[src/hdl/rdz_pkg.sv]
`default_nettype none
// ----------------------------------------------------------------------------
// rdz_pkg
// Shared types and constants of the radial dead-zone rescaler.
// ----------------------------------------------------------------------------
package rdz_pkg;

    localparam int FULL_SCALE_DEF = 32767;
    localparam int DZ_W           = 15;
    localparam logic [DZ_W-1:0] DZ_RESET = 15'd1024;

    // Magnitude is at most 46340, so one 16-bit root of a 32-bit sum.
    localparam int AXIS_W = 16;
    localparam int SUM_W  = 32;
    localparam int MAG_W  = 16;
    // Numerator: |axis|*FULL_SCALE*(mag-dz) < 2^47, denominator mag*span < 2^31.
    localparam int NUM_W  = 47;
    localparam int DEN_W  = 31;
    localparam int QUO_W  = 16;

    typedef struct packed {
        logic signed [15:0] stick_x;
        logic signed [15:0] stick_y;
    } t_stick_in;

    typedef struct packed {
        logic signed [15:0] scaled_x;
        logic signed [15:0] scaled_y;
        logic               in_dead_zone;
    } t_stick_out;

endpackage
`default_nettype wire

[src/hdl/rdz_div.sv]
`default_nettype none
// ----------------------------------------------------------------------------
// rdz_div
// Pipelined restoring divider with an overflow check stage in front.
// ----------------------------------------------------------------------------
module rdz_div (
    input  wire logic                      i_clk,
    input  wire logic                      i_en,
    input  wire logic [rdz_pkg::NUM_W-1:0] i_num,
    input  wire logic [rdz_pkg::DEN_W-1:0] i_den,
    output logic [rdz_pkg::QUO_W-1:0]      o_quo,
    output logic                           o_sat
);
    import rdz_pkg::*;

    localparam int REM_W = NUM_W + 1;

    logic [REM_W-1:0] r_rem [0:QUO_W];
    logic [DEN_W-1:0] r_den [0:QUO_W];
    logic [QUO_W-1:0] r_quo [0:QUO_W];
    logic             r_sat [0:QUO_W];

    // The quotient overflows 16 bits when num >= den * 2^16.
    always_ff @(posedge i_clk) begin
        if (i_en) begin
            r_rem[0] <= REM_W'(i_num);
            r_den[0] <= i_den;
            r_quo[0] <= '0;
            r_sat[0] <= ({1'b0, i_num} >= {i_den, {QUO_W{1'b0}}});
        end
    end

    for (genvar j = 1; j <= QUO_W; j++) begin : g_stage
        localparam int SH = QUO_W - j;
        logic [REM_W-1:0] dsh;
        logic             take;

        assign dsh  = REM_W'(r_den[j-1]) << SH;
        assign take = r_rem[j-1] >= dsh;

        always_ff @(posedge i_clk) begin
            if (i_en) begin
                r_rem[j] <= take ? r_rem[j-1] - dsh : r_rem[j-1];
                r_den[j] <= r_den[j-1];
                r_quo[j] <= r_quo[j-1] | (QUO_W'(take) << SH);
                r_sat[j] <= r_sat[j-1];
            end
        end
    end

    assign o_quo = r_quo[QUO_W];
    assign o_sat = r_sat[QUO_W];

endmodule
`default_nettype wire

[config.mk]
export PLATFORM = sky130hd
export DESIGN_NAME = rdz_div
export DESIGN_NICKNAME = d
export VERILOG_FILES = /design/src/hdl/rdz_pkg.sv /design/src/hdl/rdz_div.sv
export SDC_FILE = /design/constraint.sdc
export NUM_CORES = 2
export LEC_CHECK = 0
export BUFFER_PORTS_ARGS = -buffer_cell sky130_fd_sc_hd__buf_2
export CELL_PAD_IN_SITES_DETAIL_PLACEMENT = 0
export CELL_PAD_IN_SITES_GLOBAL_PLACEMENT = 2
export CORE_ASPECT_RATIO = 0.8
export CORE_MARGIN = 2
export CORE_UTILIZATION = 44
export CTS_CLUSTER_DIAMETER = 120
export CTS_CLUSTER_SIZE = 20
export DETAILED_ROUTE_END_ITERATION = 7
export GPL_ROUTABILITY_DRIVEN = 0
export PLACE_DENSITY = 0.87
export SLEW_MARGIN = 15
export SYNTH_ARGS = -nofsm -noshare
export SYNTH_HDL_FRONTEND = slang
export SYNTH_SLANG_ARGS = --single-unit
[constraint.sdc]
create_clock -name i_clk -period 4 [get_ports i_clk]
set_input_delay 0.4 -clock i_clk [delete_from_list [all_inputs] [get_ports i_clk]]
set_output_delay 0.4 -clock i_clk [all_outputs]
set_load 0.005 [all_outputs]
== Word level (Yosys, flattened, before mapping) ==
Memories as Yosys holds them, arrays and structs flattened.
Cells that the tools add are included.
Storage, ports and cells
  register bits: 0
  memories kept: 4
  input bits: 80
  bits in writable memories: 1632
Memories
  r_rem: words 17, width 48, rd ports 16, clocked after memory_dff 0, wr ports 17, RTL line rdz_div.sv:18  | logic [REM_W-1:0] r_rem [0:QUO_W];
  r_den: words 17, width 31, rd ports 16, clocked after memory_dff 0, wr ports 17, RTL line rdz_div.sv:19  | logic [DEN_W-1:0] r_den [0:QUO_W];
  r_quo: words 17, width 16, rd ports 17, clocked after memory_dff 0, wr ports 17, RTL line rdz_div.sv:20  | logic [QUO_W-1:0] r_quo [0:QUO_W];
  r_sat: words 17, width 1, rd ports 17, clocked after memory_dff 0, wr ports 17, RTL line rdz_div.sv:21  | logic r_sat [0:QUO_W];
Cells by class
  multiplexer cells: 18
  $lt $le $gt $ge: 17
  add/sub/neg operators: 16
  bitwise operators: 16
Operator list (number)
  48-bit 2-to-1 mux: 16
  48-bit by 31-bit greater-or-equal comparator with 1-bit output: 1
  48-bit by 32-bit greater-or-equal comparator with 1-bit output: 1
  48-bit by 33-bit greater-or-equal comparator with 1-bit output: 1
  48-bit by 34-bit greater-or-equal comparator with 1-bit output: 1
  48-bit by 35-bit greater-or-equal comparator with 1-bit output: 1
  48-bit by 36-bit greater-or-equal comparator with 1-bit output: 1
  48-bit by 37-bit greater-or-equal comparator with 1-bit output: 1
  48-bit by 38-bit greater-or-equal comparator with 1-bit output: 1
  48-bit by 39-bit greater-or-equal comparator with 1-bit output: 1
  48-bit by 40-bit greater-or-equal comparator with 1-bit output: 1
  48-bit by 41-bit greater-or-equal comparator with 1-bit output: 1
  48-bit by 42-bit greater-or-equal comparator with 1-bit output: 1
  48-bit by 43-bit greater-or-equal comparator with 1-bit output: 1
  48-bit by 44-bit greater-or-equal comparator with 1-bit output: 1
  48-bit by 45-bit greater-or-equal comparator with 1-bit output: 1
  48-bit by 46-bit greater-or-equal comparator with 1-bit output: 1
  48-bit by 31-bit subtractor with 48-bit output: 1
  48-bit by 32-bit subtractor with 48-bit output: 1
  48-bit by 33-bit subtractor with 48-bit output: 1
  48-bit by 34-bit subtractor with 48-bit output: 1
  48-bit by 35-bit subtractor with 48-bit output: 1
  48-bit by 36-bit subtractor with 48-bit output: 1
  48-bit by 37-bit subtractor with 48-bit output: 1
  27 further kinds: 28

== Depth between registers and ports, before layout ==
An unclocked memory read counts as a cell.
  word-level depth: 3
  depth in mapped cells: 17
  depth with buffers taken out: 16

== Worst setup path after synthesis ==
OpenSTA, ideal clock, no wires.
  kind: flip-flop to flip-flop
  start: memory r_rem[0][485] in the netlist's numbering
  end: memory r_rem[0][573] in the netlist's numbering (data pin)
  clock period less this slack: 3.675 ns
  arrival time: 3.416 ns
  data required time: 3.741 ns
  library setup time: 0.259 ns
  stages on the path, launching flop included: 16
  path slack: 0.325 ns
  cell sequence: edfxtp_1 -> inv_1 -> ha_1 -> inv_1 -> fa_1 -> a21oi_1 -> o21ai_0 -> a211oi_1 -> nor4_1 -> o31ai_1 -> o31ai_1 -> a2111oi_0 -> nand2_1 -> nor3_1 -> nand3_1 -> xnor2_1
RTL lines (RTL line)
  start, declared: rdz_div.sv:18

==> impl_metrics.toml <==
[route]
avgViaCountPerCell = 5.29
via_count = 51400
drt_iter0_markers = 2856
ant_nets = 0
routed_wl_um = 157000
dr.pass1.iters = 6
wl_per_cell_um = 16.2
drc = 0

[flow_run]
max_cap_violations = 0

[sta]
rsz0062_at_grt = "yes"
worst_pin_slew_ns = 1.03
hold_viol_final = 0
setup_tns_ns = -0.0142
fin_ws_ns = -0.0142
max_freq_mhz = 249
clock_skew_ns = 0.0240
setup_viol = 1
post-route-period-util_pct = 100
relSlewSlack_pct = 31.6
maxSlewViolCount = 0
post-route-min-period_ns = 4.01

[worst_hold_path]
hold_depth = 1
hp-start = "i_en"
min_to = "r_den[0][27]$_DFFE_PP_"
hold_path.class = "in -> reg"

[global_route]
top_usage_layer = "met2"
grt_max_degree = 113
grt.total_usage_pct = 17.2
grt_util_met3_pct = 1.81
first_global_vias = 51700
grt_pass1_wl_um = 256000
grt-ovfl-total = 0
met1_usage_pct = 20.0
grt_util_met2_pct = 31.4
antenna_found_initial = 0

[worst_setup_path]
reg2reg_from = "r_rem[0][626]$_DFFE_PP_"
crit_path_max_fanout = 3
startpoint_type = "flop"
r2r_cells = 16
worstPathRequired_ns = 4.45
startpoint = "r_rem[0][626]$_DFFE_PP_"
path_buf_inv = 3
timing.rr.end = "r_rem[0][718]$_DFFE_PP_"
r2r_slack_ns = -0.01
cp_top_family = "compound AO/OA/AOI/OAI gates"
crit_arrival_ns = 4.47
worst_path_max_delay_cell = "edfxtp_1"
critical_path.cell_chain = "inv_1 -> ha_2 -> inv_2 -> fa_2 -> a21o_1 -> a21oi_2 -> or3_4 -> nand3_4 -> a2111o_1 -> a311o_1 -> a221o_1 -> a221oi_2 -> buf_4 -> nor3_4 -> a2111oi_4 -> xor2_1"
endpoint_kind = "flop"
crit_type = "reg -> reg"
cp_slowest_stage_delay_ns = 0.40

[final_layout]
final_util_pct = 48.8
nNetsFinal = 7942
synthToLayoutAreaGrowth_pct = 10.3
fillers = 15800
finish.instance_area_um2 = 86300
drive_gt1_share_pct = 8.41

[pwr]
power_mw = 56.2
p_leak_nw = 34.3
powerDensity_nw_per_um2 = 652
peakVddDrop_v = 0.000403

[floorplanning]
rows = 138
dieArea_um2 = 181000
start_util_pct = 44.2
die_h_um = 381
core_um2 = 177000
ioPinCount = 97
die_w_um = 475

[yosys]
netlist_instances = 7024
ys_top_cells_by_area = "edfxtp_1, ha_1, a21oi_1"
yosys_register_bits = 1416
synth_nets = 7646
synth_common_cells = "edfxtp_1, inv_1, a21oi_1"
synth_top_cell_area_share_pct = 54.4
yosys_warnings = 0
yosys.area.top_type = "edfxtp_1"
yosysSeqAreaShare_pct = 54.4
async_flop_share_pct = 0
synth-edff-count = 1416
synth_flop_cell = "edfxtp_1"
synth_cell_types = 83
synthMostInstantiatedCell = "edfxtp_1"
synth_area_um2 = 78200
synth.avg_cell_area_um2 = 11.1

[clocking]
insertion_delay_ns = 0.72
cts_tree = "done"
clock-sinks = 1416
cts_root_buffer = "clkbuf_16"
numCtsBuffers = 80
clkTransAtPathRegs_ns = 0.09
clockBufferDepth = 3
cts-htree-levels = 3

[placement]
place_area_um2 = 83000
dpl_worst_slack_ns = -0.152
io_buffers = 96
dp_hpwl_um = 119000

[status]
violations = "negative setup slack"
status = "complete, but fails checks"
## cell families (layout without fill, tap and decap cells)
logic type / after synthesis / after routing / share of synthesized area [%]
buf+inv: 854 / 1156 / 4.18
xor+xnor: 530 / 530 / 5.94
compound gates: 1836 / 1836 / 14.4
other cells: 0 / 1 / 0
simple gates: 1742 / 1742 / 10.8
mux: 104 / 104 / 1.49
flops: 1416 / 1416 / 54.4
fa+ha+maj: 542 / 542 / 8.81
## worst max path at each step
stage | end | slack [ns] | cells after the start
after floorplan | r_rem[0][573]$_DFFE_PP_ | 0.32 | 15
after global placement | r_rem[0][573]$_DFFE_PP_ | -0.24 | 18
after detailed placement | r_rem[0][487]$_DFFE_PP_ | -0.15 | 12
after CTS | r_rem[0][706]$_DFFE_PP_ | 0.002 | 16
after global routing | r_rem[0][718]$_DFFE_PP_ | -0.18 | 16
final | r_rem[0][718]$_DFFE_PP_ | -0.01 | 16
## worst reg2reg max path, cell delays in order, from the launching register on
cell       delay (ns)
edfxtp_1         0.40
inv_1            0.08
ha_2             0.18
inv_2            0.04
fa_2             0.36
a21o_1           0.20
a21oi_2          0.17
or3_4            0.17
nand3_4          0.07
a2111o_1         0.40
a311o_1          0.33
a221o_1          0.39
a221oi_2         0.24
buf_4            0.18
nor3_4           0.05
a2111oi_4        0.38
xor2_1           0.11
## routing by layer
metal | part of all wire (%) | vias to the layer above
met5 | 0 | -
met2 | 50 | 954
met4 | 5.1 | 0
li1 | - | 26200
met1 | 42 | 23800
met3 | 2.6 | 420
## state kept, by name, summed over array words and instances, names as in the netlist
| name | cells |
|---|---|
| r_quo | 136 |
| r_rem | 767 |
| r_den | 496 |
| r_sat | 17 |
## where the power goes
group / total [mW] / leakage (nW) / internal (mW) / switching (mW)
Clock: 8.32 / 1.06 / 3.70 / 4.62
Sequential: 23.1 / 13.7 / 21.1 / 1.99
Combinational: 24.9 / 19.5 / 11.1 / 13.7
## cell usage in the layout (no fill, tap or decap), types with 29 or more instances in the layout
cell,netlist,routed
a21oi_1,642,635
a211oi_1,31,29
edfxtp_1,1416,1416
a31oi_1,50,46
nor2b_1,85,83
o21bai_1,58,58
nand2b_1,80,80
buf_12,0,31
nand4_1,108,108
o31ai_1,41,38
xor2_1,232,232
o21a_1,58,57
nor4_1,52,49
nor2_1,450,446
dlygate4sd3_1,0,78
o21ai_0,453,443
inv_1,658,657
nor3_1,98,96
mux2_2,99,99
ha_1,527,525
buf_2,4,95
nand3_1,116,115
or3_1,38,37
and3_1,43,43
nand2_1,505,505
buf_4,16,203
clkbuf_16,0,81
xnor2_1,298,298
a21o_1,292,290
## stage by stage
step / instances / hold slack (ns)
finish: 9707 / 0.217
global route: 9706 / 0.228
CTS: 9700 / 0.206
detailed placement: 9532 / 0.405
global placement: 9532 / 0.401
floorplan: 7024 / 0.400
## what timing repair did
item,in CTS,in global routing
buffers inserted,2,5
pin swaps,3,23
hold endpoints to repair,78,0
cloned,0,1
setup endpoints to repair,10,139
resized for setup,8,55
hold buffers,78,0
## final cells by class
class | instances | area [µm²] | area share [%]
flip-flops and latches | 1416 | 42500 | 49.3
multi-input cells | 4754 | 32700 | 37.9
repair buffers | 408 | 3430 | 3.97
well taps | 2380 | 2980 | 3.45
inverters | 660 | 2480 | 2.87
clock buffers | 80 | 2000 | 2.32
clock inverters | 8 | 159 | 0.184
diodes | 1 | 2.50 | 0.00290
Power figures use the tool's default switching activity.
