File: src/hdl/rdz_pkg.sv
`default_nettype none
// ----------------------------------------------------------------------------
// rdz_pkg
// Shared types and constants of the radial dead-zone rescaler.
// ----------------------------------------------------------------------------
package rdz_pkg;

    localparam int FULL_SCALE_DEF = 32767;
    localparam int DZ_W           = 15;
    localparam logic [DZ_W-1:0] DZ_RESET = 15'd1024;

    // Magnitude is at most 46340, so one 16-bit root of a 32-bit sum.
    localparam int AXIS_W = 16;
    localparam int SUM_W  = 32;
    localparam int MAG_W  = 16;
    // Numerator: |axis|*FULL_SCALE*(mag-dz) < 2^47, denominator mag*span < 2^31.
    localparam int NUM_W  = 47;
    localparam int DEN_W  = 31;
    localparam int QUO_W  = 16;

    typedef struct packed {
        logic signed [15:0] stick_x;
        logic signed [15:0] stick_y;
    } t_stick_in;

    typedef struct packed {
        logic signed [15:0] scaled_x;
        logic signed [15:0] scaled_y;
        logic               in_dead_zone;
    } t_stick_out;

endpackage
`default_nettype wire

File: src/hdl/rdz_isqrt.sv
`default_nettype none
// ----------------------------------------------------------------------------
// rdz_isqrt
// Pipelined floor square root, one result bit per stage, with sideband.
// ----------------------------------------------------------------------------
module rdz_isqrt #(
    parameter int SB_W = 1
) (
    input  wire logic                       i_clk,
    input  wire logic                       i_rst_n,
    input  wire logic                       i_en,
    input  wire logic                       i_valid,
    input  wire logic [rdz_pkg::SUM_W-1:0]  i_sum,
    input  wire logic [SB_W-1:0]            i_sb,
    output logic                            o_valid,
    output logic [rdz_pkg::MAG_W-1:0]       o_mag,
    output logic [SB_W-1:0]                 o_sb
);
    import rdz_pkg::*;

    localparam int STAGES = MAG_W;

    logic             r_v   [0:STAGES];
    logic [SUM_W-1:0] r_rem [0:STAGES];
    logic [SUM_W-1:0] r_res [0:STAGES];
    logic [SB_W-1:0]  r_sb  [0:STAGES];

    always_comb begin
        r_v[0]   = i_valid;
        r_rem[0] = i_sum;
        r_res[0] = '0;
        r_sb[0]  = i_sb;
    end

    for (genvar k = 0; k < STAGES; k++) begin : g_stage
        localparam logic [SUM_W-1:0] BIT = SUM_W'(1) << (SUM_W - 2 - 2 * k);
        logic [SUM_W-1:0] trial;
        logic [SUM_W-1:0] n_rem;
        logic [SUM_W-1:0] n_res;

        always_comb begin
            trial = r_res[k] + BIT;
            if (r_rem[k] >= trial) begin
                n_rem = r_rem[k] - trial;
                n_res = (r_res[k] >> 1) + BIT;
            end else begin
                n_rem = r_rem[k];
                n_res = r_res[k] >> 1;
            end
        end

        always_ff @(posedge i_clk) begin
            if (!i_rst_n) begin
                r_v[k+1] <= 1'b0;
            end else if (i_en) begin
                r_v[k+1] <= r_v[k];
            end
            if (i_en) begin
                r_rem[k+1] <= n_rem;
                r_res[k+1] <= n_res;
                r_sb[k+1]  <= r_sb[k];
            end
        end
    end

    assign o_valid = r_v[STAGES];
    assign o_mag   = r_res[STAGES][MAG_W-1:0];
    assign o_sb    = r_sb[STAGES];

endmodule
`default_nettype wire

File: config.mk
export PLATFORM = sky130hd
export DESIGN_NAME = rdz_isqrt
export DESIGN_NICKNAME = d
export VERILOG_FILES = /design/src/hdl/rdz_pkg.sv /design/src/hdl/rdz_isqrt.sv
export SDC_FILE = /design/constraint.sdc
export NUM_CORES = 1
export LEC_CHECK = 0
export ABC_AREA = 0
export ABC_CLOCK_PERIOD_IN_PS = 4400
export BUFFER_PORTS_ARGS = -buffer_cell sky130_fd_sc_hd__buf_2
export CORE_ASPECT_RATIO = 0.5
export CORE_MARGIN = 3
export CORE_UTILIZATION = 45
export CTS_CLUSTER_DIAMETER = 100
export DETAILED_ROUTE_END_ITERATION = 6
export HOLD_SLACK_MARGIN = 0.03
export PLACE_DENSITY = 0.71
export SYNTH_ARGS = -nofsm -noshare
export SYNTH_HDL_FRONTEND = slang
export SYNTH_SLANG_ARGS = --single-unit
File: constraint.sdc
create_clock -name i_clk -period 4.4 [get_ports i_clk]
set_input_delay 1.32 -clock i_clk [delete_from_list [all_inputs] [get_ports i_clk]]
set_output_delay 1.32 -clock i_clk [all_outputs]
set_load 0.05 [all_outputs]
[Word-level counts from Yosys, hierarchy flattened]
Cells that the tools add are included.
Word-level totals
  output and inout port bits: 18
  word-level logic and storage cells: 169
  register bits: 1008
  input bits: 37
Cells by class
  mux-type cells: 31
  add/subtract/negate cells: 45
  $lt $le $gt $ge: 16
Operators with widths (count)
  32-bit >= comparator: 15
  32-bit 2-to-1 mux: 15
  31-bit 2-to-1 mux: 15
  32-bit subtractor: 14
  31-bit by 11-bit adder with 32-bit output, second input constant: 1
  31-bit by 13-bit adder with 32-bit output, second input constant: 1
  31-bit by 15-bit adder with 32-bit output, second input constant: 1
  31-bit by 17-bit adder with 32-bit output, second input constant: 1
  31-bit by 19-bit adder with 32-bit output, second input constant: 1
  31-bit by 21-bit adder with 32-bit output, second input constant: 1
  31-bit by 23-bit adder with 32-bit output, second input constant: 1
  31-bit by 25-bit adder with 32-bit output, second input constant: 1
  31-bit by 27-bit adder with 32-bit output, second input constant: 1
  31-bit by 29-bit adder with 32-bit output, second input constant: 1
  31-bit by 3-bit adder with 32-bit output, second input constant: 1
  31-bit by 5-bit adder with 32-bit output, second input constant: 1
  31-bit by 7-bit adder with 32-bit output, second input constant: 1
  31-bit by 9-bit adder with 32-bit output, second input constant: 1
  32-bit by 1-bit adder with 32-bit output, second input constant: 1
  32-bit by 11-bit adder with 32-bit output, second input constant: 1
  32-bit by 13-bit adder with 32-bit output, second input constant: 1
  32-bit by 15-bit adder with 32-bit output, second input constant: 1
  32-bit by 17-bit adder with 32-bit output, second input constant: 1
  32-bit by 19-bit adder with 32-bit output, second input constant: 1
  other kinds (13): 13

[Longest topological paths before layout]
Gate-level depths: netlist of the first run.
  depth after elaboration: 3
  mapped depth: 13
  mapped depth without buffers: 12

[Worst setup path after synthesis of the first run]
No wires, ideal clock.
  path kind: reg2reg
  start point: register r_rem[340] (netlist name)
  end point: register r_rem[319] (netlist name), data pin
  library setup time: 0.258 ns
  setup slack: 1.559 ns
  clock period less this slack: 2.841 ns
  path buffers: 1
  required time: 4.142 ns
  arrival: 2.584 ns
  cell stages (with the launch flop): 11
  cell sequence: edfxtp_1 ha_1 or4b_2 nor4_1 a41oi_1 and2_1 and3b_1 clkbuf_1 nor2_1 nand3_1 xnor2_1
Between the ends
  word-level cells in the longest chain between the ends: 2
  elaborated cells on any way between the ends: 3
  classes of those cells: 1 x add/sub; 1 x order compare; 1 x mux
Ends and longest elaborated chain
  start, declared: line rdz_isqrt.sv:24  | logic [SUM_W-1:0] r_rem [0:STAGES];
  start signal, assigned by index: line rdz_isqrt.sv:59  | r_rem[k+1] <= n_rem;
  32-bit subtractor or 32-bit >= comparator (tied branches): line rdz_isqrt.sv:44, rdz_isqrt.sv:43
  32-bit 2-to-1 mux (*): line rdz_isqrt.sv:43  | if (r_rem[k] >= trial) begin
  net g_stage[6].n_rem[31]: line rdz_isqrt.sv:38  | logic [SUM_W-1:0] n_rem;
Mark *: on every way through the listed nets, which the timed path passes. The rest lies on a longest branch.
A chain may end at the register's enable or synchronous reset.

[Final worst setup path of the first run]
  start point: register r_rem[238] (netlist name)
  end point: register r_rem[217] (netlist name), data pin
Between the ends
  word-level cells in the longest chain between the ends: 2
  elaborated cells on any way between the ends: 3
  classes of those cells: 1 x add/sub; 1 x order compare; 1 x mux
Ends and longest elaborated chain (line)
  32-bit subtractor or 32-bit >= comparator (tied branches): rdz_isqrt.sv:44, rdz_isqrt.sv:43
  32-bit 2-to-1 mux (*): rdz_isqrt.sv:43
  net g_stage[9].n_rem[25]: rdz_isqrt.sv:38
Marks and branches as above.

==> flow_summary.rst, run 1 <==
.. list-table::
   :header-rows: 1

   * - Metric
     - Value
   * - TritonCTS buffer count
     - 56
   * - Fin crit share
     - 0.851
   * - Total count of max-transition violations in the final report
     - 0
   * - Count of mapped cells out of synthesis
     - 2322
   * - Synth Cell Area
     - 30100 sq um
   * - Setup CP Type
     - flop to flop
   * - DP HPWL
     - 37000 microns
   * - Antenna diode count
     - 0
   * - Total of flip-flops plus latches after synthesis
     - 648
   * - YS warnings
     - 0
   * - Maxcap violations
     - 0
   * - Worst R2R Path Depth
     - 11
   * - Worst slew pin tran
     - ~1100 ps
   * - Sequential cell area fraction in the yosys report
     - 0.640
   * - Vias post-DR
     - roughly 17000
   * - Setup Total Neg Slack
     - 0 ps
   * - Highest attainable clock frequency
     - 267 MHz
   * - Violation count after the first detailed-route iteration
     - 1073
   * - Routed wirelength normalized by instance count
     - about 15 microns
   * - Crit path arrival time
     - a little over 4000 ps
   * - Endpoint of the most critical register-to-register path
     - r_rem[217]
   * - Total I/O pin count
     - 55
   * - TritonCTS clock tree
     - done
   * - Main combinational cell family by area after synthesis
     - simple AND/OR/NAND/NOR gates
   * - Post-cts sizing count
     - 0
   * - Number of global-route vias before repair
     - 17746
   * - Clock Tree Root
     - clkbuf_16
   * - Worst-path clk slew
     - 60 ps
   * - Nets in the synthesized netlist
     - 2509
   * - # Post-CTS Setup Buffers
     - 0
   * - Fraction of synthesized area in multiplexers
     - 0.0133
   * - Floorplan die width
     - ~370 microns
   * - Die ar.
     - 70300 sq um
   * - Number of sinks on the clock net
     - 648
   * - XOR/XNOR Fraction of Synth Area
     - 0.0584
   * - CP max FO
     - 19
   * - Worst skew pair latency
     - 620 ps
   * - Hold Vio Cnt, Final
     - 0
   * - Period minus WS final
     - ~3700 ps
   * - Final ANT Viol Nets
     - 0
   * - Chip height
     - 189 microns
   * - Required time of the worst setup path
     - 4750 ps
   * - Number of flops mapped to enable cells by yosys
     - 632
   * - Area taken by multi-input logic gates
     - 9960 sq um
   * - Mean cell area of the mapped netlist
     - 13.0 sq um
   * - Sequential cell area
     - a little under 20000 sq um
   * - First-pass GRT wire length
     - 85100 microns
   * - Number of filler instances in the final layout
     - 5569
   * - Largest net degree at the start of global routing
     - 93
   * - Layout cells sized above 1
     - 0.0777
   * - GRT Util Overall
     - 0.146
   * - Adder-cell share of the synthesized area
     - 0.0623
   * - Ratio of routed vias to standard cells
     - 5.20
   * - Post-place instance area
     - roughly 32000 sq um
   * - Hold Crit Class
     - flop to flop
   * - Remaining routing DRC violations
     - 0
   * - Crit. End Element
     - flop
   * - Layout area overhead
     - 10.7%
   * - Global route overflow
     - 0
   * - Final Instance Area
     - 33400 sq um
   * - LEAKAGE
     - 0.0125 uW
   * - Total of buffers placed on input and output ports
     - 54
   * - Number of library cell types mapped by synthesis
     - 72
   * - Power per cell area
     - about 470 nW/um^2
   * - Starting utilization of the core area
     - 0.459
   * - Rel. slew slack
     - 0.235
   * - Worst setup path endpoint
     - r_rem[217]
   * - FF-to-FF Start
     - r_rem[238]
   * - Cts hold-fix bufs
     - 0
   * - Final setup violation count
     - 0
   * - Number of antenna violations at the first check in global routing
     - 0
   * - Floorplan row count
     - 66
   * - Setup repair after global routing missed its margin
     - false
   * - Pre-CTS WS
     - 747 ps
   * - Final setup skew
     - 24.1 ps
   * - Commonest register cell after synthesis
     - edfxtp_1
   * - Final worst setup slack
     - 658 ps
   * - Synthesized-area fraction occupied by ao, oa, aoi and oai cells
     - 0.0814
   * - CTS Buffer Depth
     - 3
   * - Core Area
     - 65700 sq um
   * - Reg-to-reg slack, setup
     - 660 ps
   * - Final net count
     - 2598
   * - Number of search-and-repair iterations in the first detailed-routing pass
     - 6
   * - H-tree level count
     - 2
   * - Worst supply voltage drop on vdd
     - 0.000317 V
   * - Simple logic cell fraction of the synthesized area
     - 0.115
   * - Run status
     - finished clean
   * - Wire length reported by the detailed router
     - 50500 microns
   * - RePlAce Congestion
     - 0.919
   * - Critical path startpoint
     - r_rem[238]
   * - Sort of element at the start of the critical path
     - flop
   * - Fraction of registers with async set or reset after synthesis
     - 0
stage by stage:
step	hold WS, ps	std cells	utilization	total power [uW]
floorplan	400	2322	-	10200
global placement	400	3237	0.481	10900
detailed placement	405	3237	0.481	10900
CTS	420	3342	0.508	15900
global route	423	3342	0.508	16600
finish	419	3342	0.508	15700
cells by family after synthesis:
logic type / count (synthesis)
multiplexers: 38
adder cells (fa/ha/maj): 150
flip-flops: 648
XOR/XNOR: 201
buffers and inverters: 228
AO/OA/AOI/OAI: 400
AND/OR/NAND/NOR: 657
critical path: stages (launching register included):
cell,delay [ps]
edfxtp_1,390
ha_1,370
nor2b_1,160
o21ai_0,160
nand2b_1,110
a31oi_1,440
o21ai_0,200
nor2b_1,900
inv_2,230
o211ai_1,260
nor3_1,100
xor2_1,160
metal layers:
metal / GRT usage / part of all wire / vias to the layer above
li1: - / - / 8798
met1: 0.173 / 0.43 / 8160
met2: 0.265 / 0.50 / 309
met3: 0.0266 / 0.038 / 111
met4: 0.0519 / 0.034 / 0
met5: 0 / 0 / -
synth_stat cells (all sizes together) (19+ instances only):
| cell type | n | area [sq um] |
|---|---|---|
| nor3 | 73 | 370 |
| a21o | 32 | 240 |
| edfxtp | 632 | 19000 |
| a21oi | 108 | 541 |
| xor2 | 106 | 928 |
| clkbuf | 25 | 93.8 |
| o21ai | 136 | 681 |
| mux2i | 22 | 220 |
| nand4 | 25 | 156 |
| xnor2 | 95 | 832 |
| ha | 150 | 1880 |
| nand2 | 149 | 559 |
| nor4 | 75 | 490 |
| nand2b | 32 | 200 |
| or4 | 19 | 146 |
| nand3 | 30 | 150 |
| or3 | 29 | 181 |
| nor2 | 119 | 447 |
| nor2b | 43 | 269 |
| inv | 188 | 706 |
| o21a | 32 | 240 |
flip-flops by register name, summed over array words and instances (netlist names):
| register | cells |
|---|---|
| o_valid | 1 |
| r_rem | 480 |
| o_sb | 1 |
| r_v | 15 |
| r_res | 120 |
| o_mag | 16 |
| r_sb | 15 |
power by group:
part	internal (uW)	total [uW]	switching, uW
logic	1130	2570	1440
registers	7740	8260	517
clock network	2700	4880	2180
total	11600	15700	4130
final cells by class:
cell class / count / area share
Sequential cell: 648 / 0.579
Multi-Input combinational cell: 1446 / 0.298
Clock buffer: 67 / 0.0432
Tap cell: 884 / 0.0332
Inverter: 188 / 0.0212
Timing Repair Buffer: 71 / 0.0145
Clock inverter: 38 / 0.0110
cells in the final DEF (no fill, tap or decap), drive strengths merged, types with 32 or more instances in the layout:
cell type	synthesis	layout
edfxtp	632	632
inv	188	190
ha	150	150
nand2	149	149
o21ai	136	136
nor2	119	119
a21oi	108	108
xor2	106	106
xnor2	95	95
nor4	75	75
nor3	73	73
buf	15	71
clkbuf	25	67
nor2b	43	43
o21a	32	32
nand2b	32	32
a21o	32	32
worst min-delay path by stage:
stage	from	endpoint	cells past startpoint
floorplan	r_sb[1]	o_sb	0
global placement	r_sb[12]	r_sb[11]	0
detailed placement	r_sb[2]	r_sb[1]	0
CTS	r_sb[9]	r_sb[8]	0
global route	r_sb[9]	r_sb[8]	0
finish	r_sb[2]	r_sb[1]	0
Power figures use the tool's default switching activity.
==> run 2, diff against run 1 <==
--- a/config.mk
+++ b/config.mk
@@ -7,9 +7,9 @@
 export LEC_CHECK = 0
 export ABC_AREA = 0
 export ABC_CLOCK_PERIOD_IN_PS = 4400
-export BUFFER_PORTS_ARGS = -buffer_cell sky130_fd_sc_hd__buf_2
+export BUFFER_PORTS_ARGS = -buffer_cell sky130_fd_sc_hd__buf_4
 export CORE_ASPECT_RATIO = 0.5
-export CORE_MARGIN = 3
+export CORE_MARGIN = 1
 export CORE_UTILIZATION = 45
 export CTS_CLUSTER_DIAMETER = 100
 export DETAILED_ROUTE_END_ITERATION = 6
==> constraint.sdc (replaced) <==
create_clock -name i_clk -period 4.4 [get_ports i_clk]
set_input_delay 0.44 -clock i_clk [delete_from_list [all_inputs] [get_ports i_clk]]
set_output_delay 0.44 -clock i_clk [all_outputs]
set_load 0.05 [all_outputs]
==> run 2 against run 1 <==
Compared with the run above:
- core utilization rose by 0.85 points
- critical path type unchanged
- clock power rose by 3%
- die area fell by 3.2%
==> flow_summary.rst, run 2 (synthesis gave the netlist of run 1 again) <==
.. list-table::
   :header-rows: 1

   * - Metric
     - Value
   * - Cts hold-fix bufs
     - 31 (+31)
   * - Most common cell after layout, fill and taps aside
     - edfxtp_1
   * - Largest net degree at the start of global routing
     - 118 (+27%)
   * - Part of the total power dissipated in the clock network
     - 0.316 (+0.005)
   * - Crit path arrival time
     - 4120 ps (+30 ps)
   * - Total count of max-transition violations in the final report
     - 0 (unchanged)
   * - Routed wirelength normalized by instance count
     - 15.4 microns (+1.7%)
   * - Highest attainable clock frequency
     - 265 MHz (-0.81%)
   * - Total I/O pin count
     - 55 (unchanged)
   * - Largest reg by FF count
     - r_rem
   * - Setup repair after global routing missed its margin
     - false
   * - Final net count
     - 2630 (+1.2%)
   * - Layout cells sized above 1
     - 0.0760 (-0.00171)
   * - Worst skew pair latency
     - 630 ps (about the same)
   * - Cell depth of the worst min-delay path
     - 3 (+3)
   * - Crit. End Element
     - flop
   * - Vias post-DR
     - 17705 (+1.9%)
   * - Internal Power
     - 11800 uW (+1.6%)
   * - Core Area
     - 65600 sq um (-0.13%)
   * - CP max FO
     - 19 (unchanged)
   * - Area taken by multi-input logic gates
     - 9960 sq um (unchanged)
   * - Period minus WS final
     - 3770 ps (+30.5 ps)
   * - Worst-path clk slew
     - 70 ps (about the same)
   * - Chip height
     - 185 microns (-2.1%)
   * - Number of global-route vias before repair
     - 17813 (+0.38%)
   * - Number of filler instances in the final layout
     - 5456 (-2.0%)
   * - Number of sinks on the clock net
     - 648 (unchanged)
   * - H-tree level count
     - 2 (unchanged)
   * - Final ANT Viol Nets
     - 0 (unchanged)
   * - Register share of total power
     - 0.519 (-0.007)
   * - Critical path startpoint
     - r_rem[238]
   * - Floorplan die width
     - 368 microns (-1.1%)
   * - LEAKAGE
     - 0.0127 uW (+1.8%)
   * - FF-to-FF Start
     - r_rem[238]
   * - Sw power
     - 4170 uW (+0.81%)
   * - Worst-case hold slack
     - 87.8 ps (-331 ps)
   * - Number of search-and-repair iterations in the first detailed-routing pass
     - 6 (unchanged)
   * - GRT Util Overall
     - 0.154 (+0.00796)
   * - Hold Vio Cnt, Final
     - 0 (unchanged)
   * - Power per cell area
     - 470 nW/um^2 (-0.16%)
   * - Global route overflow
     - 0 (unchanged)
   * - Pre-CTS WS
     - 716 ps (-30.8 ps)
   * - TritonCTS buffer count
     - 57 (+1.8%)
   * - Final setup skew
     - 33.6 ps (+9.57 ps)
   * - Sort of element at the start of the critical path
     - flop
   * - Setup Total Neg Slack
     - 0 ps (unchanged)
   * - Hold path startpoint
     - i_valid
   * - # Post-CTS Setup Buffers
     - 0 (unchanged)
   * - Final setup violation count
     - 0 (unchanged)
   * - Post-cts sizing count
     - 0 (unchanged)
   * - Ratio of routed vias to standard cells
     - 5.25 (+1.0%)
   * - First-pass GRT wire length
     - 85800 microns (+0.73%)
   * - Wire length reported by the detailed router
     - 51800 microns (+2.6%)
   * - Hold Crit Class
     - primary input to flop
   * - Maxcap violations
     - 0 (unchanged)
   * - Final worst setup slack
     - 627 ps (-30.5 ps)
   * - Die ar.
     - 68100 sq um (-3.2%)
   * - Worst R2R Path Depth
     - 11 (unchanged)
   * - DP HPWL
     - 37500 microns (+1.3%)
   * - TritonCTS clock tree
     - done
   * - Violation count after the first detailed-route iteration
     - 1098 (+2.3%)
   * - Most frequent cells in the layout
     - edfxtp_1, inv_1, ha_1, nand2_1, o21ai_0
   * - Number of antenna violations at the first check in global routing
     - 0 (unchanged)
   * - Floorplan row count
     - 66 (unchanged)
   * - Antenna diode count
     - 0 (unchanged)
   * - Starting utilization of the core area
     - 0.460 (+0.000578)
   * - Worst supply voltage drop on vdd
     - 0.000305 V (-3.9%)
   * - Fin crit share
     - 0.857 (+0.00693)
   * - Layout area overhead
     - 12.4%
   * - Total of buffers placed on input and output ports
     - 54 (unchanged)
   * - Remaining routing DRC violations
     - 0 (unchanged)
   * - Setup CP Type
     - flop to flop
   * - Flip-flop count of the largest register after layout
     - 480 (unchanged)
   * - Clock Tree Root
     - clkbuf_16
   * - Sequential cell area
     - 19300 sq um (unchanged)
   * - Proportion of power drawn by combinational gates
     - 0.164 (about the same)
   * - Fraction of power spent switching nets
     - 0.262 (-0.00148)
   * - CTS Buffer Depth
     - 3 (unchanged)
   * - Required time of the worst setup path
     - 4740 ps (about the same)
   * - Worst slew pin tran
     - 1200 ps (+58.2 ps)
   * - RePlAce Congestion
     - 0.880 (-4.2%)
   * - Total power
     - 15900 uW (+1.4%)
   * - Run status
     - finished clean
   * - Rel. slew slack
     - 0.196 (-0.0389)
==> run 2: critical path: stages, from the launching register on <==
cell and delay [ps]:
edfxtp_1 400, ha_1 370, nor2b_1 150, o21ai_0 140, nand2b_1 110, a31oi_1 410
o21ai_0 190, nor2b_1 950, inv_2 240, o211ai_1 270, nor3_1 100, xor2_1 150
==> run 2: stage by stage <==
stage / instances / area [sq um] / utilization
after floorplan: 2322 / 30100 / -
after global placement: 3237 / 31700 / 0.483
after detailed placement: 3237 / 31700 / 0.483
after CTS: 3371 / 33900 / 0.517
after global routing: 3371 / 33900 / 0.517
final: 3371 / 33900 / 0.517
==> run 2: cell type report <==
cell class	instances	area share
Timing Repair Buffer	102	0.0273
Clock inverter	35	0.0122
Clock buffer	68	0.0433
Multi-Input combinational cell	1446	0.294
Tap cell	884	0.0327
Sequential cell	648	0.570
Inverter	188	0.0208
==> run 2: power groups by stage <==
stage	logic, uW	clock network [uW]	registers, uW
after floorplan	1960	0	8210
after global placement	2510	0	8370
after detailed placement	2570	0	8390
after CTS	2610	5180	8260
after global routing	2940	5410	8340
final	2620	5040	8270
==> run 2: path summary, 6_finish.rpt <==
path | endpoint | slack [ps]
setup / recovery | r_rem[223] | 630
hold reg to reg | r_sb[9] | 420
setup reg to reg | r_rem[223] | 630
hold / removal | r_v[15] | 90
==> run 2: layer usage <==
metal	routed length (microns)	GRT usage
met5	0	0
met4	2060	0.0642
met3	1730	0.0259
met1	22300	0.178
met2	25800	0.283
==> run 3, diff against run 2 <==
--- a/config.mk
+++ b/config.mk
@@ -14,7 +14,7 @@
 export CTS_CLUSTER_DIAMETER = 100
 export DETAILED_ROUTE_END_ITERATION = 6
 export HOLD_SLACK_MARGIN = 0.03
-export PLACE_DENSITY = 0.71
+export PLACE_DENSITY = 0.61
 export SYNTH_ARGS = -nofsm -noshare
 export SYNTH_HDL_FRONTEND = slang
 export SYNTH_SLANG_ARGS = --single-unit
==> run 3 against run 2 <==
Compared with the run above:
- cell count about the same
- combinational power about the same
- maximum frequency increased by 1.1%
- sequential cell count is the same
- total power about the same
- design area about the same
- critical endpoint is now r_rem[217]
- highest routed layer unchanged
==> flow_summary.rst, run 3 (synthesis gave the netlist of run 1 again) <==
.. list-table::
   :header-rows: 1

   * - Metric
     - Value
   * - Run status
     - finished clean
   * - Proportion of power drawn by combinational gates
     - 0.165 (about the same)
   * - Number of sinks on the clock net
     - 648 (unchanged)
   * - Fraction of power spent switching nets
     - 0.266 (+0.00460)
   * - Die ar.
     - 68100 sq um (unchanged)
   * - Hold Crit Class
     - primary input to flop
   * - Worst setup path endpoint
     - r_rem[217]
   * - Floorplan row count
     - 66 (unchanged)
   * - FF-to-FF Start
     - r_rem[238]
   * - Area taken by multi-input logic gates
     - 9960 sq um (unchanged)
   * - TritonCTS buffer count
     - 58 (+1.8%)
   * - Routed wirelength normalized by instance count
     - 15.6 microns (+1.5%)
   * - Most frequent cells in the layout
     - edfxtp_1, inv_1, ha_1, nand2_1, o21ai_0
   * - Final setup skew
     - 17.6 ps (-16.0 ps)
   * - # Post-CTS Setup Buffers
     - 0 (unchanged)
   * - Total I/O pin count
     - 55 (unchanged)
   * - TritonCTS clock tree
     - done
   * - Most common cell after layout, fill and taps aside
     - edfxtp_1
   * - Fin crit share
     - 0.848 (-0.00933)
   * - Violation count after the first detailed-route iteration
     - 1156 (+5.3%)
   * - Highest attainable clock frequency
     - 268 MHz (+1.1%)
   * - Worst skew pair latency
     - 630 ps (about the same)
   * - Final net count
     - 2630 (unchanged)
   * - Flip-flop count of the largest register after layout
     - 480 (unchanged)
   * - CTS Buffer Depth
     - 3 (unchanged)
   * - Ratio of routed vias to standard cells
     - 5.15 (-1.9%)
   * - Vias post-DR
     - 17373 (-1.9%)
   * - Internal Power
     - 11700 uW (-0.70%)
   * - RePlAce Congestion
     - 0.900 (+2.4%)
   * - Required time of the worst setup path
     - 4760 ps (+20 ps)
   * - Wire length reported by the detailed router
     - 52600 microns (+1.5%)
   * - Clock Tree Root
     - clkbuf_16
   * - Part of the total power dissipated in the clock network
     - 0.317 (about the same)
   * - Core Area
     - 65600 sq um (unchanged)
   * - Worst-path clk slew
     - 60 ps (about the same)
   * - Total count of max-transition violations in the final report
     - 0 (unchanged)
   * - Maxcap violations
     - 0 (unchanged)
   * - Pre-CTS WS
     - 692 ps (-23.7 ps)
   * - Number of search-and-repair iterations in the first detailed-routing pass
     - 5 (-1)
   * - Remaining routing DRC violations
     - 0 (unchanged)
   * - Rel. slew slack
     - 0.255 (+0.0587)
   * - Hold Vio Cnt, Final
     - 0 (unchanged)
   * - Final ANT Viol Nets
     - 0 (unchanged)
   * - Layout area overhead
     - 12.4% (about the same)
   * - Largest reg by FF count
     - r_rem
   * - Setup CP Type
     - flop to flop
   * - GRT Util Overall
     - 0.156 (+0.00170)
   * - Floorplan die width
     - 368 microns (unchanged)
   * - Number of antenna violations at the first check in global routing
     - 0 (unchanged)
   * - Power per cell area
     - 470 nW/um^2 (-0.10%)
   * - Antenna diode count
     - 0 (unchanged)
   * - Endpoint of the most critical register-to-register path
     - r_rem[217]
   * - Critical path startpoint
     - r_rem[238]
   * - DP HPWL
     - 37500 microns (+0.18%)
   * - Starting utilization of the core area
     - 0.460 (unchanged)
   * - Number of global-route vias before repair
     - 17516 (-1.7%)
   * - Worst R2R Path Depth
     - 11 (unchanged)
   * - First-pass GRT wire length
     - 86300 microns (+0.64%)
   * - Register share of total power
     - 0.519 (about the same)
   * - Global route overflow
     - 0 (unchanged)
   * - Largest net degree at the start of global routing
     - 106 (-10%)
   * - Crit path arrival time
     - 4090 ps (-30 ps)
   * - Worst supply voltage drop on vdd
     - 0.000317 V (+3.9%)
   * - Crit. End Element
     - flop
   * - Setup repair after global routing missed its margin
     - false
   * - Reg-to-reg slack, setup
     - 670 ps (+40 ps)
   * - Setup Total Neg Slack
     - 0 ps (unchanged)
   * - Worst slew pin tran
     - 1120 ps (-87.9 ps)
   * - Final worst setup slack
     - 668 ps (+41.0 ps)
   * - Chip height
     - 185 microns (unchanged)
   * - CP max FO
     - 19 (unchanged)
   * - Sort of element at the start of the critical path
     - flop
   * - Sw power
     - 4240 uW (+1.7%)
   * - Total of buffers placed on input and output ports
     - 54 (unchanged)
   * - Final setup violation count
     - 0 (unchanged)
   * - Period minus WS final
     - 3730 ps (-41.0 ps)
   * - LEAKAGE
     - 0.0127 uW (about the same)
   * - H-tree level count
     - 2 (unchanged)
   * - Layout cells sized above 1
     - 0.0779 (+0.00195)
   * - Number of filler instances in the final layout
     - 5522 (+1.2%)
   * - Sequential cell area
     - 19300 sq um (unchanged)
   * - Worst-case hold slack
     - 78.0 ps (-9.77 ps)
-- run 3: worst max-delay path, stage by stage (launching register included) --
cell and delay, ps:
edfxtp_1 400, ha_1 360, nor2b_1 150, o21ai_0 150, nand2b_1 110, a31oi_1 420
o21ai_0 200, nor2b_1 890, inv_2 250, o211ai_1 270, nor3_1 110, xor2_1 160
-- run 3: area by class of cell --
| type | instances | area share |
|---|---|---|
| Sequential cell | 648 | 0.570 |
| Multi-Input combinational cell | 1446 | 0.294 |
| Clock buffer | 74 | 0.0464 |
| Tap cell | 884 | 0.0326 |
| Timing Repair Buffer | 101 | 0.0275 |
| Inverter | 188 | 0.0208 |
| Clock inverter | 32 | 0.00916 |
-- run 3: worst min path at each step --
stage / start / endpoint / slack, ps / cells past startpoint
3_3_place_gp: r_sb[5] / r_sb[4] / 400 / 0
2_1_floorplan: r_sb[1] / o_sb / 400 / 0
3_5_place_dp: r_sb[1] / o_sb / 400 / 0
4_1_cts: i_valid / r_v[15] / 40 / 3
5_1_grt: i_valid / r_v[15] / 120 / 3
6_report: i_valid / r_v[15] / 80 / 3
-- run 3: what timing repair did --
item                                   4_1_cts  5_1_grt
endpoints found under the hold margin       31        0
gates resized for setup                      0        0
hold buffers                                31        0
-- run 3: metal layers --
metal	vias to the layer above	part of all wire	track usage
li1	8872	-	-
met1	8071	0.43	0.179
met2	314	0.50	0.289
met3	116	0.035	0.0278
met4	0	0.035	0.0598
met5	-	0	0
-- run 3: power by group through the flow --
| stage | clock (uW) | combinational, uW | sequential (uW) |
|---|---|---|---|
| after floorplan | 0 | 1960 | 8210 |
| after global placement | 0 | 2550 | 8370 |
| after detailed placement | 0 | 2590 | 8390 |
| after CTS | 5190 | 2620 | 8250 |
| after global routing | 5430 | 2930 | 8340 |
| final | 5040 | 2620 | 8250 |
-- run 3: per-stage QoR --
| stage | cells | power [uW] | util | instance area (sq um) |
|---|---|---|---|---|
| finish | 3373 | 15900 | 0.517 | 33900 |
| global route | 3373 | 16700 | 0.517 | 33900 |
| CTS | 3373 | 16100 | 0.517 | 33900 |
| detailed placement | 3236 | 11000 | 0.483 | 31700 |
| global placement | 3236 | 10900 | 0.483 | 31700 |
| floorplan | 2322 | 10200 | - | 30100 |
